==> config.mk <==
export PLATFORM = sky130hd
export DESIGN_NAME = keyboard_scancode_decoder_top_flat
export DESIGN_NICKNAME = d
export VERILOG_FILES = /design/src/rtl/kscd_pkg.sv /design/src/rtl/kscd_if.sv /design/src/rtl/kscd_decode.sv /design/src/rtl/keyboard_scancode_decoder_top.sv /design/src/flat_wrapper.sv
export SDC_FILE = /design/constraint.sdc
export NUM_CORES = 1
export LEC_CHECK = 0
export BUFFER_PORTS_ARGS = -buffer_cell sky130_fd_sc_hd__buf_2
export CORE_MARGIN = 2
export CORE_UTILIZATION = 53
export CTS_BUF_LIST = sky130_fd_sc_hd__clkbuf_4 sky130_fd_sc_hd__clkbuf_8
export DETAILED_ROUTE_END_ITERATION = 8
export PLACE_DENSITY = 0.78
export SLEW_MARGIN = 30
export SYNTH_ARGS = -nofsm -noshare
export SYNTH_HDL_FRONTEND = slang
export SYNTH_SLANG_ARGS = --single-unit
==> constraint.sdc <==
create_clock -name clk -period 3 [get_ports clk]
set_input_delay 0.75 -clock clk [delete_from_list [all_inputs] [get_ports clk]]
set_output_delay 0.75 -clock clk [all_outputs]
set_load 0.1 [all_outputs]
==> src/rtl/kscd_pkg.sv <==
// ----------------------------------------------------------------------------
// kscd_pkg
// Shared types, constants and the extended-code remap table for the set-1
// scan code decoder.
// ----------------------------------------------------------------------------
package kscd_pkg;

    localparam int unsigned ByteW = 8;
    localparam int unsigned CodeW = 7;
    localparam int unsigned ModW  = 9;

    // special bytes and codes
    localparam logic [ByteW-1:0] PrefixByte = 8'hE0;
    localparam logic [CodeW-1:0] CapsCode   = 7'h3A;

    // key codes, plain or after the extended remap, that drive the held flags
    localparam logic [CodeW-1:0] CodeLShift = 7'h2A;
    localparam logic [CodeW-1:0] CodeRShift = 7'h36;
    localparam logic [CodeW-1:0] CodeLAlt   = 7'h38;
    localparam logic [CodeW-1:0] CodeLCtrl  = 7'h1D;
    localparam logic [CodeW-1:0] CodeRAlt   = 7'h54;
    localparam logic [CodeW-1:0] CodeRCtrl  = 7'h55;
    localparam logic [CodeW-1:0] CodeSysrq  = 7'h56;
    localparam logic [CodeW-1:0] CodeSuper  = 7'h57;

    // bit positions in the held modifier word
    localparam int unsigned ModLShift = 0;
    localparam int unsigned ModRShift = 1;
    localparam int unsigned ModLAlt   = 2;
    localparam int unsigned ModRAlt   = 3;
    localparam int unsigned ModMeta   = 4;
    localparam int unsigned ModLCtrl  = 5;
    localparam int unsigned ModRCtrl  = 6;
    localparam int unsigned ModSysrq  = 7;
    localparam int unsigned ModSuper  = 8;

    typedef struct packed {
        logic             hit;
        logic [CodeW-1:0] code;
    } remap_t;

    // decoder result for one scan byte
    typedef struct packed {
        logic             emit;
        logic [CodeW-1:0] key_code;
        logic             is_press;
        logic             ext_next;
        logic [ModW-1:0]  mods_next;
        logic             caps_next;
    } decode_t;

    // extended code remap, hit is low for dropped codes
    function automatic remap_t remap_extended(input logic [CodeW-1:0] code);
        remap_t r;
        r.hit = 1'b1;
        unique case (code)
            7'h38:        r.code = 7'h54;
            7'h1D:        r.code = 7'h55;
            7'h2A:        r.code = 7'h56;
            7'h5B, 7'h5C: r.code = 7'h57;
            7'h48:        r.code = 7'h5A;
            7'h4D:        r.code = 7'h5B;
            7'h4B:        r.code = 7'h5C;
            7'h50:        r.code = 7'h5D;
            default:
            begin
                r.hit  = 1'b0;
                r.code = code;
            end
        endcase
        return r;
    endfunction

endpackage

==> src/rtl/kscd_if.sv <==
// ----------------------------------------------------------------------------
// kscd_if
// Valid/ready channels for scan bytes in and key events out.
// ----------------------------------------------------------------------------
interface kscd_in_if;
    logic                       valid;
    logic                       ready;
    logic [kscd_pkg::ByteW-1:0] scan_byte;

    modport source (output valid, output scan_byte, input ready);
    modport sink   (input valid, input scan_byte, output ready);
endinterface

interface kscd_out_if;
    logic                       valid;
    logic                       ready;
    logic [kscd_pkg::CodeW-1:0] key_code;
    logic                       is_press;
    logic                       left_shift;
    logic                       right_shift;
    logic                       left_alt;
    logic                       right_alt;
    logic                       meta_key;
    logic                       left_control;
    logic                       right_control;
    logic                       sysrq_key;
    logic                       super_key;
    logic                       caps_lock;

    modport source (
        output valid, output key_code, output is_press,
        output left_shift, output right_shift, output left_alt, output right_alt,
        output meta_key, output left_control, output right_control,
        output sysrq_key, output super_key, output caps_lock,
        input  ready
    );
    modport sink (
        input  valid, input key_code, input is_press,
        input  left_shift, input right_shift, input left_alt, input right_alt,
        input  meta_key, input left_control, input right_control,
        input  sysrq_key, input super_key, input caps_lock,
        output ready
    );
endinterface

==> src/rtl/kscd_decode.sv <==
// ----------------------------------------------------------------------------
// kscd_decode
// Combinational decode of one scan byte against the current prefix, modifier
// and caps state: remap, release bit, flag and caps updates.
// ----------------------------------------------------------------------------
module kscd_decode (
    input  logic [kscd_pkg::ByteW-1:0] scan_byte,
    input  logic                       ext_pending,
    input  logic [kscd_pkg::ModW-1:0]  mods,
    input  logic                       caps,
    output kscd_pkg::decode_t          dec
);
    import kscd_pkg::*;

    logic             is_prefix;
    logic             pressed;
    logic [CodeW-1:0] raw_code;
    remap_t           remap;
    logic [CodeW-1:0] code;
    logic             dropped;
    logic [ModW-1:0]  mods_upd;

    // byte split and extended remap
    always_comb
    begin
        is_prefix = (scan_byte == PrefixByte);
        pressed   = ~scan_byte[ByteW-1];
        raw_code  = scan_byte[CodeW-1:0];
        remap     = remap_extended(raw_code);
        code      = ext_pending ? remap.code : raw_code;
        dropped   = ext_pending & ~remap.hit;
    end

    // held flag update for modifier codes
    always_comb
    begin
        mods_upd = mods;
        unique case (code)
            CodeLShift: mods_upd[ModLShift] = pressed;
            CodeRShift: mods_upd[ModRShift] = pressed;
            CodeLAlt:   mods_upd[ModLAlt]   = pressed;
            CodeRAlt:
            begin
                mods_upd[ModRAlt] = pressed;
                mods_upd[ModMeta] = pressed;
            end
            CodeLCtrl:  mods_upd[ModLCtrl]  = pressed;
            CodeRCtrl:  mods_upd[ModRCtrl]  = pressed;
            CodeSysrq:  mods_upd[ModSysrq]  = pressed;
            CodeSuper:  mods_upd[ModSuper]  = pressed;
            default:    mods_upd = mods;
        endcase
    end

    // result and next state
    always_comb
    begin
        dec.emit     = ~is_prefix & ~dropped;
        dec.key_code = code;
        dec.is_press = pressed;
        dec.ext_next = is_prefix;
        dec.mods_next = dec.emit ? mods_upd : mods;
        dec.caps_next = (dec.emit && pressed && code == CapsCode) ? ~caps : caps;
    end

endmodule

==> src/rtl/keyboard_scancode_decoder_top.sv <==
// ----------------------------------------------------------------------------
// keyboard_scancode_decoder_top
// Set-1 keyboard scan byte decoder: extended prefix handling, key remap,
// held modifier flags and caps lock toggle.
// ----------------------------------------------------------------------------
//  channel    dir   beat contents
//  scan_in    in    scan_byte, one raw scan byte
//  event_out  out   key_code, is_press, nine held flags, caps_lock
//
//  A byte is taken into the input register, decoded combinationally against the
//  held state and written to the result register, one byte per cycle while the
//  result register is not stalled. Prefix and dropped bytes yield no beat.
//  scan_in stays ready while the result register is stalled until a byte with a
//  result waits on it. rst_n clears prefix, flags and caps state.
// ----------------------------------------------------------------------------
module keyboard_scancode_decoder_top (
    input  logic     clk,
    input  logic     rst_n,
    kscd_in_if.sink  scan_in,
    kscd_out_if.source event_out
);
    import kscd_pkg::*;

    // input register
    logic             in_valid_reg;
    logic [ByteW-1:0] in_byte_reg;

    // decoder state
    logic             ext_reg;
    logic [ModW-1:0]  mods_reg;
    logic             caps_reg;

    // result register
    logic             out_valid_reg;
    logic [CodeW-1:0] out_code_reg;
    logic             out_press_reg;
    logic [ModW-1:0]  out_mods_reg;
    logic             out_caps_reg;

    decode_t dec;
    logic    stage_fire;
    logic    in_fire;

    kscd_decode u_decode (
        .scan_byte   (in_byte_reg),
        .ext_pending (ext_reg),
        .mods        (mods_reg),
        .caps        (caps_reg),
        .dec         (dec)
    );

    // handshake
    assign stage_fire    = in_valid_reg & (~dec.emit | ~out_valid_reg | event_out.ready);
    assign scan_in.ready = ~in_valid_reg | stage_fire;
    assign in_fire       = scan_in.valid & scan_in.ready;

    // input register
    always_ff @(posedge clk or negedge rst_n)
    begin
        if (!rst_n)
        begin
            in_valid_reg <= 1'b0;
        end
        else if (scan_in.ready)
        begin
            in_valid_reg <= scan_in.valid;
        end
    end

    always_ff @(posedge clk)
    begin
        if (in_fire)
        begin
            in_byte_reg <= scan_in.scan_byte;
        end
    end

    // decoder state update
    always_ff @(posedge clk or negedge rst_n)
    begin
        if (!rst_n)
        begin
            ext_reg  <= 1'b0;
            mods_reg <= '0;
            caps_reg <= 1'b0;
        end
        else if (stage_fire)
        begin
            ext_reg  <= dec.ext_next;
            mods_reg <= dec.mods_next;
            caps_reg <= dec.caps_next;
        end
    end

    // result register
    always_ff @(posedge clk or negedge rst_n)
    begin
        if (!rst_n)
        begin
            out_valid_reg <= 1'b0;
        end
        else if (stage_fire && dec.emit)
        begin
            out_valid_reg <= 1'b1;
        end
        else if (event_out.ready)
        begin
            out_valid_reg <= 1'b0;
        end
    end

    always_ff @(posedge clk)
    begin
        if (stage_fire && dec.emit)
        begin
            out_code_reg  <= dec.key_code;
            out_press_reg <= dec.is_press;
            out_mods_reg  <= dec.mods_next;
            out_caps_reg  <= dec.caps_next;
        end
    end

    // output beat
    assign event_out.valid         = out_valid_reg;
    assign event_out.key_code      = out_code_reg;
    assign event_out.is_press      = out_press_reg;
    assign event_out.left_shift    = out_mods_reg[ModLShift];
    assign event_out.right_shift   = out_mods_reg[ModRShift];
    assign event_out.left_alt      = out_mods_reg[ModLAlt];
    assign event_out.right_alt     = out_mods_reg[ModRAlt];
    assign event_out.meta_key      = out_mods_reg[ModMeta];
    assign event_out.left_control  = out_mods_reg[ModLCtrl];
    assign event_out.right_control = out_mods_reg[ModRCtrl];
    assign event_out.sysrq_key     = out_mods_reg[ModSysrq];
    assign event_out.super_key     = out_mods_reg[ModSuper];
    assign event_out.caps_lock     = out_caps_reg;

endmodule

==> src/flat_wrapper.sv <==
// flat-port wrapper written by rule: the top's interface ports become plain ports
module keyboard_scancode_decoder_top_flat import kscd_pkg::*;
  (clk, rst_n, scan_in_valid, scan_in_scan_byte, scan_in_ready, event_out_valid, event_out_key_code, event_out_is_press, event_out_left_shift, event_out_right_shift, event_out_left_alt, event_out_right_alt, event_out_meta_key, event_out_left_control, event_out_right_control, event_out_sysrq_key, event_out_super_key, event_out_caps_lock, event_out_ready);
  kscd_in_if scan_in_i ();
  kscd_out_if event_out_i ();
  input  logic clk;
  input  logic rst_n;
  input wire logic [$bits(scan_in_i.valid)-1:0] scan_in_valid;
  input wire logic [$bits(scan_in_i.scan_byte)-1:0] scan_in_scan_byte;
  output wire logic [$bits(scan_in_i.ready)-1:0] scan_in_ready;
  output wire logic [$bits(event_out_i.valid)-1:0] event_out_valid;
  output wire logic [$bits(event_out_i.key_code)-1:0] event_out_key_code;
  output wire logic [$bits(event_out_i.is_press)-1:0] event_out_is_press;
  output wire logic [$bits(event_out_i.left_shift)-1:0] event_out_left_shift;
  output wire logic [$bits(event_out_i.right_shift)-1:0] event_out_right_shift;
  output wire logic [$bits(event_out_i.left_alt)-1:0] event_out_left_alt;
  output wire logic [$bits(event_out_i.right_alt)-1:0] event_out_right_alt;
  output wire logic [$bits(event_out_i.meta_key)-1:0] event_out_meta_key;
  output wire logic [$bits(event_out_i.left_control)-1:0] event_out_left_control;
  output wire logic [$bits(event_out_i.right_control)-1:0] event_out_right_control;
  output wire logic [$bits(event_out_i.sysrq_key)-1:0] event_out_sysrq_key;
  output wire logic [$bits(event_out_i.super_key)-1:0] event_out_super_key;
  output wire logic [$bits(event_out_i.caps_lock)-1:0] event_out_caps_lock;
  input wire logic [$bits(event_out_i.ready)-1:0] event_out_ready;
  assign scan_in_i.valid = scan_in_valid;
  assign scan_in_i.scan_byte = scan_in_scan_byte;
  assign scan_in_ready = scan_in_i.ready;
  assign event_out_valid = event_out_i.valid;
  assign event_out_key_code = event_out_i.key_code;
  assign event_out_is_press = event_out_i.is_press;
  assign event_out_left_shift = event_out_i.left_shift;
  assign event_out_right_shift = event_out_i.right_shift;
  assign event_out_left_alt = event_out_i.left_alt;
  assign event_out_right_alt = event_out_i.right_alt;
  assign event_out_meta_key = event_out_i.meta_key;
  assign event_out_left_control = event_out_i.left_control;
  assign event_out_right_control = event_out_i.right_control;
  assign event_out_sysrq_key = event_out_i.sysrq_key;
  assign event_out_super_key = event_out_i.super_key;
  assign event_out_caps_lock = event_out_i.caps_lock;
  assign event_out_i.ready = event_out_ready;
  keyboard_scancode_decoder_top u_core (.clk(clk), .rst_n(rst_n), .scan_in(scan_in_i), .event_out(event_out_i));
endmodule
# After elaboration in Yosys (flattened, before gate mapping)
# Index checks and enable logic that the tools add are counted.
[totals]
regBits = 39
inputBits = 12
output_inout_bits = 20
elab_cells = 65
[op_classes]
eq_ne = 19
mux = 15
n_bitwise = 15
reduce_logical = 6
[ops]
columns = ["cell", "count"]
rows = [
  ["== test 7 bit, second input constant", 10],
  ["one-hot mux 7 bit (8 select lines)", 1],
  ["== test 7 x 6 -> 1 bit, second input constant", 6],
  ["== test 7 x 5 -> 1 bit, second input constant", 2],
  ["two-way mux 1 bit", 11],
  ["two-way mux 9 bit", 1],
  ["OR reduction 9 bit", 1],
  ["== test 8 bit, second input constant", 1],
  ["inverter 1 bit", 8],
  ["two-way mux 7 bit", 1],
  ["AND 1 bit", 4],
  ["logical AND 1 bit", 3],
  ["OR 1 bit", 3],
  ["two-way mux 2 bit", 1],
  ["nonzero test 2 bit", 1],
  ["OR reduction 2 bit", 1],
]

# Logic depth before layout (Yosys ltp)
[depth]
word_depth = 13
ltp_mapped = 9
depth_no_buf = 7

# Hierarchy
# Synthesis repeated with hierarchy kept, for this count alone.
[hier_totals]
hier_cells = 201
hier_area_um2 = 2289.7
[by_module_without_submodules]
columns = ["module", "n_inst", "cells_per_inst", "area_per_inst_um2", "seq_area_each_um2"]
rows = [
  ["keyboard_scancode_decoder_top", 1, 98, 1567.8, 1106.1],
  ["kscd_decode", 1, 103, 721.9, 0.0],
]

# Worst setup path after synthesis
# Ideal clock, no wire load.
[synth_path]
path_type = "register to output"
from = "register u_core.in_byte_reg[2]"
to = "output scan_in_ready"
arrival_time_ns = 2.198
required_ns = 2.250
path_slack_ns = 0.052
path_stages_with_launch = 7
path_buffers = 0
path_cell_list = "edfxtp_1 > or3b_2 > a2111oi_4 > nor4_4 > a31o_2 > nor2_1 > inv_1"
[synth_via]
elab_chain_cells = 12
elab_cells_between_ends = 22
cone_classes = "10 x eq/ne; 1 x mux; 10 x bitwise; 1 x reduce/logical"
[synth_rtl]
columns = ["item", "line_no", "text"]
rows = [
  ["from (decl)", "keyboard_scancode_decoder_top.sv:26", "logic [ByteW-1:0] in_byte_reg;"],
  ["from (signal assigned)", "keyboard_scancode_decoder_top.sv:74", "in_byte_reg <= scan_in.scan_byte;"],
  ["== test 7 bit (tied with other cells)", "kscd_pkg.sv:56", "unique case (code)"],
  ["OR reduction 9 bit (no line)", "n/a", ""],
  ["two-way mux 1 bit", "kscd_pkg.sv:56", ""],
  ["inverter 1 bit", "kscd_decode.sv:31", "dropped = ext_pending & ~remap.hit;"],
  ["AND 1 bit", "kscd_decode.sv:31", ""],
  ["inverter 1 bit", "kscd_decode.sv:58", "dec.emit = ~is_prefix & ~dropped;"],
  ["AND 1 bit *", "kscd_decode.sv:58", ""],
  ["inverter 1 bit *", "keyboard_scancode_decoder_top.sv:53", "assign stage_fire = in_valid_reg & (~dec.emit | ~out_valid_reg | event_out.ready);"],
  ["OR 1 bit * (2 in a row)", "keyboard_scancode_decoder_top.sv:53", ""],
  ["AND 1 bit *", "keyboard_scancode_decoder_top.sv:53", ""],
  ["OR 1 bit *", "keyboard_scancode_decoder_top.sv:54", "assign scan_in.ready = ~in_valid_reg | stage_fire;"],
  ["to (decl)", "flat_wrapper.sv:10", "output wire logic [$bits(scan_in_i.ready)-1:0] scan_in_ready;"],
]
# Mark *: on every way between the ends. The rest lies on a longest branch, timed or not.

# Final worst setup path
[layout_path]
from = "register u_core.in_byte_reg[0]"
to = "output scan_in_ready"
# The elaborated chain is that of the path after synthesis.

==> metrics.txt <==
Worst-Margin Slew 0.642 ns; CTS Hold Bufs 0; post-synth net total 198; Main synth FF type edfxtp_1; Max VDD drop 0.390 mV; CTS Buffer Depth 2; GRT Util Overall 22.5%; GRT overflow 0; Yosys top cell by area edfxtp_1; num rows 22; maximum capacitance violations 0; Design Area, Final 2560 um^2; die footprint 4450 um^2; Routed WL per cell 16.0 um; post-synthesis sequential area ratio 53.1%; Diodes inserted 0; Critical Path Fanout Max 12; area share of the largest cell type after synthesis 37.5%; Synth Instances 186; clock sinks 39; Layout Nets 245; Final HPWL DP 3.14 mm; Routability Congestion 0.971; Worst Path Required 2.25 ns; worst hold slack 0.331 ns; Avg Cell Area, Syn 11.2 um^2; Final Max Slew Viols 0; Final Core Density 69.0%; total CTS buffers 5; Power Dens Cells 549 nW/um^2; Placed Instance Area 2360 um^2; top-count cell post-synth edfxtp_1; Final Hold Vio Count 0; via count 1615; largest cells by area after synthesis edfxtp_1 37%, dfrtp_1 16%, mux2i_1 7.7%; first-pass GRT wire length 7.36 mm; Pre-Repair DR Iteration Count 4; EDFF count, synth 26; Top Ports 32; Root Buffer clkbuf_8; CTS tree built; initial antenna violation count 0; Leak Pwr 1.07 nW; Slew HR 56.9%; initial DRC count 138; Post-synth ARST share 33.3%; CP Class reg -> out; #FFs+latches synth 39; Yosys Warn Count 0; final wirelength 4.50 mm; HP Class in -> async; Clk pin slew, worst setup/hold paths 0.08 ns; FF+latch area 1110 um^2; placed cell count 270; footprint of the multi-input gates 896 um^2; proportion of layout cells with a drive suffix above 1 31.6%; Via density 5.73; total core area 3720 um^2; Final Setup Violations 0; Synth-to-Final Area Change 23.1%; crit share post-route 97.1%; Fin Clk Skew 0.0162 ns; final-layout fill cell count 285; status finished clean; Worst EP arrival 2.16 ns; DRC Markers 0; Die X 66.7 um; Routed Antenna Nets 0; non-filler instance count after layout 282; initial core utilization 56.1%; CTS HTree Levels 2; Setup crit start kind register; Max Fclk 343 MHz; die height 66.7 um; largest net degree at the start of global routing 21; synthesized area 2080 um^2; top cells by count, synth 26 x edfxtp_1, 17 x inv_1, 16 x mux2i_1, 14 x a21oi_1; PortBufs 31; Tmin final 2.91 ns; Worst-Skew Late Latency 0.29 ns; vias in the first global route 1546; nature of the critical path endpoint primary output; Unique masters post-synth 45
==> logic make-up after synthesis <==
kind of cell / count (synthesis) / share of synthesized area, %
AO/OA/AOI/OAI: 40 / 14.1
XOR/XNOR: 3 / 1.26
buffers and inverters: 28 / 6.01
flip-flops: 39 / 53.1
multiplexers: 17 / 8.35
AND/OR/NAND/NOR: 59 / 17.2
==> worst paths after layout <==
| path | startpoint | end | slack (ns) | cells past startpoint |
|---|---|---|---|---|
| min in group clk | u_core.caps_reg | u_core.caps_reg | 0.51 | 1 |
| hold reg to reg | u_core.caps_reg | u_core.caps_reg | 0.51 | 1 |
| hold / removal | rst_n | u_core.mods_reg[0] | 0.33 | 1 |
| setup reg to reg | u_core.in_byte_reg[5] | u_core.mods_reg[1] | 0.29 | 10 |
| max in group asynchronous | rst_n | u_core.mods_reg[1] | 2.43 | 1 |
| setup / recovery | u_core.in_byte_reg[0] | scan_in_ready | 0.09 | 8 |
==> stage by stage <==
step | power (mW) | worst slack (ns) | TNS (ns)
detailed placement | 0.966 | 0.100 | 0
floorplan | 0.903 | 0.0518 | 0
global placement | 0.958 | 0.161 | 0
finish | 1.41 | 0.0867 | 0
CTS | 1.41 | 0.0286 | 0
global route | 1.46 | -0.00680 | -0.00680
==> report_power, final <==
group	total [mW]	switching (mW)	internal [mW]
Combinational	0.324	0.246	0.0782
Sequential	0.645	0.0186	0.626
Clock	0.438	0.171	0.267
==> final cells by class <==
class	count	area share (%)
repair buffers	51	12.6
inverters	17	2.49
clock buffers	7	3.27
flip-flops and latches	39	43.1
multi-input cells	119	34.9
clock inverters	1	1.17
well taps	48	2.34
==> per-layer routing <==
layer	vias to the layer above	routed length, um	track usage (%)
li1	778	-	-
met1	744	1860	29.4
met2	74	2220	36.0
met3	19	260	4.05
met4	0	163	11.0
met5	-	0	0
==> worst max-delay path, stage by stage (launching register included) <==
cell and delay (ns):
edfxtp_1 0.39, buf_4 0.20, or3b_2 0.48, a21oi_4 0.17, nor4_4 0.07, a31o_4 0.27
nor2_4 0.10, inv_2 0.05, buf_12 0.16
==> layout by cell type (no fill, tap or decap), types with 3 or more instances in the layout <==
cell,n
buf_4,19
nand3_1,6
edfxtp_1,26
a21oi_1,13
a211oi_1,6
nand4b_1,3
dfrtp_1,13
clkbuf_8,5
mux2i_1,16
nand2b_1,6
nor2_1,5
nand2_1,13
o21ai_0,6
nor2b_1,3
buf_2,30
inv_1,16
xor2_1,3
nand3b_1,3
==> repair_timing <==
item,4_1_cts,5_1_grt
endpoints found under the setup margin,1,1
gates resized for setup,12,3
setup buffers,1,3
pin swaps,3,5
Note: power is estimated with default switching activity, not from simulation.
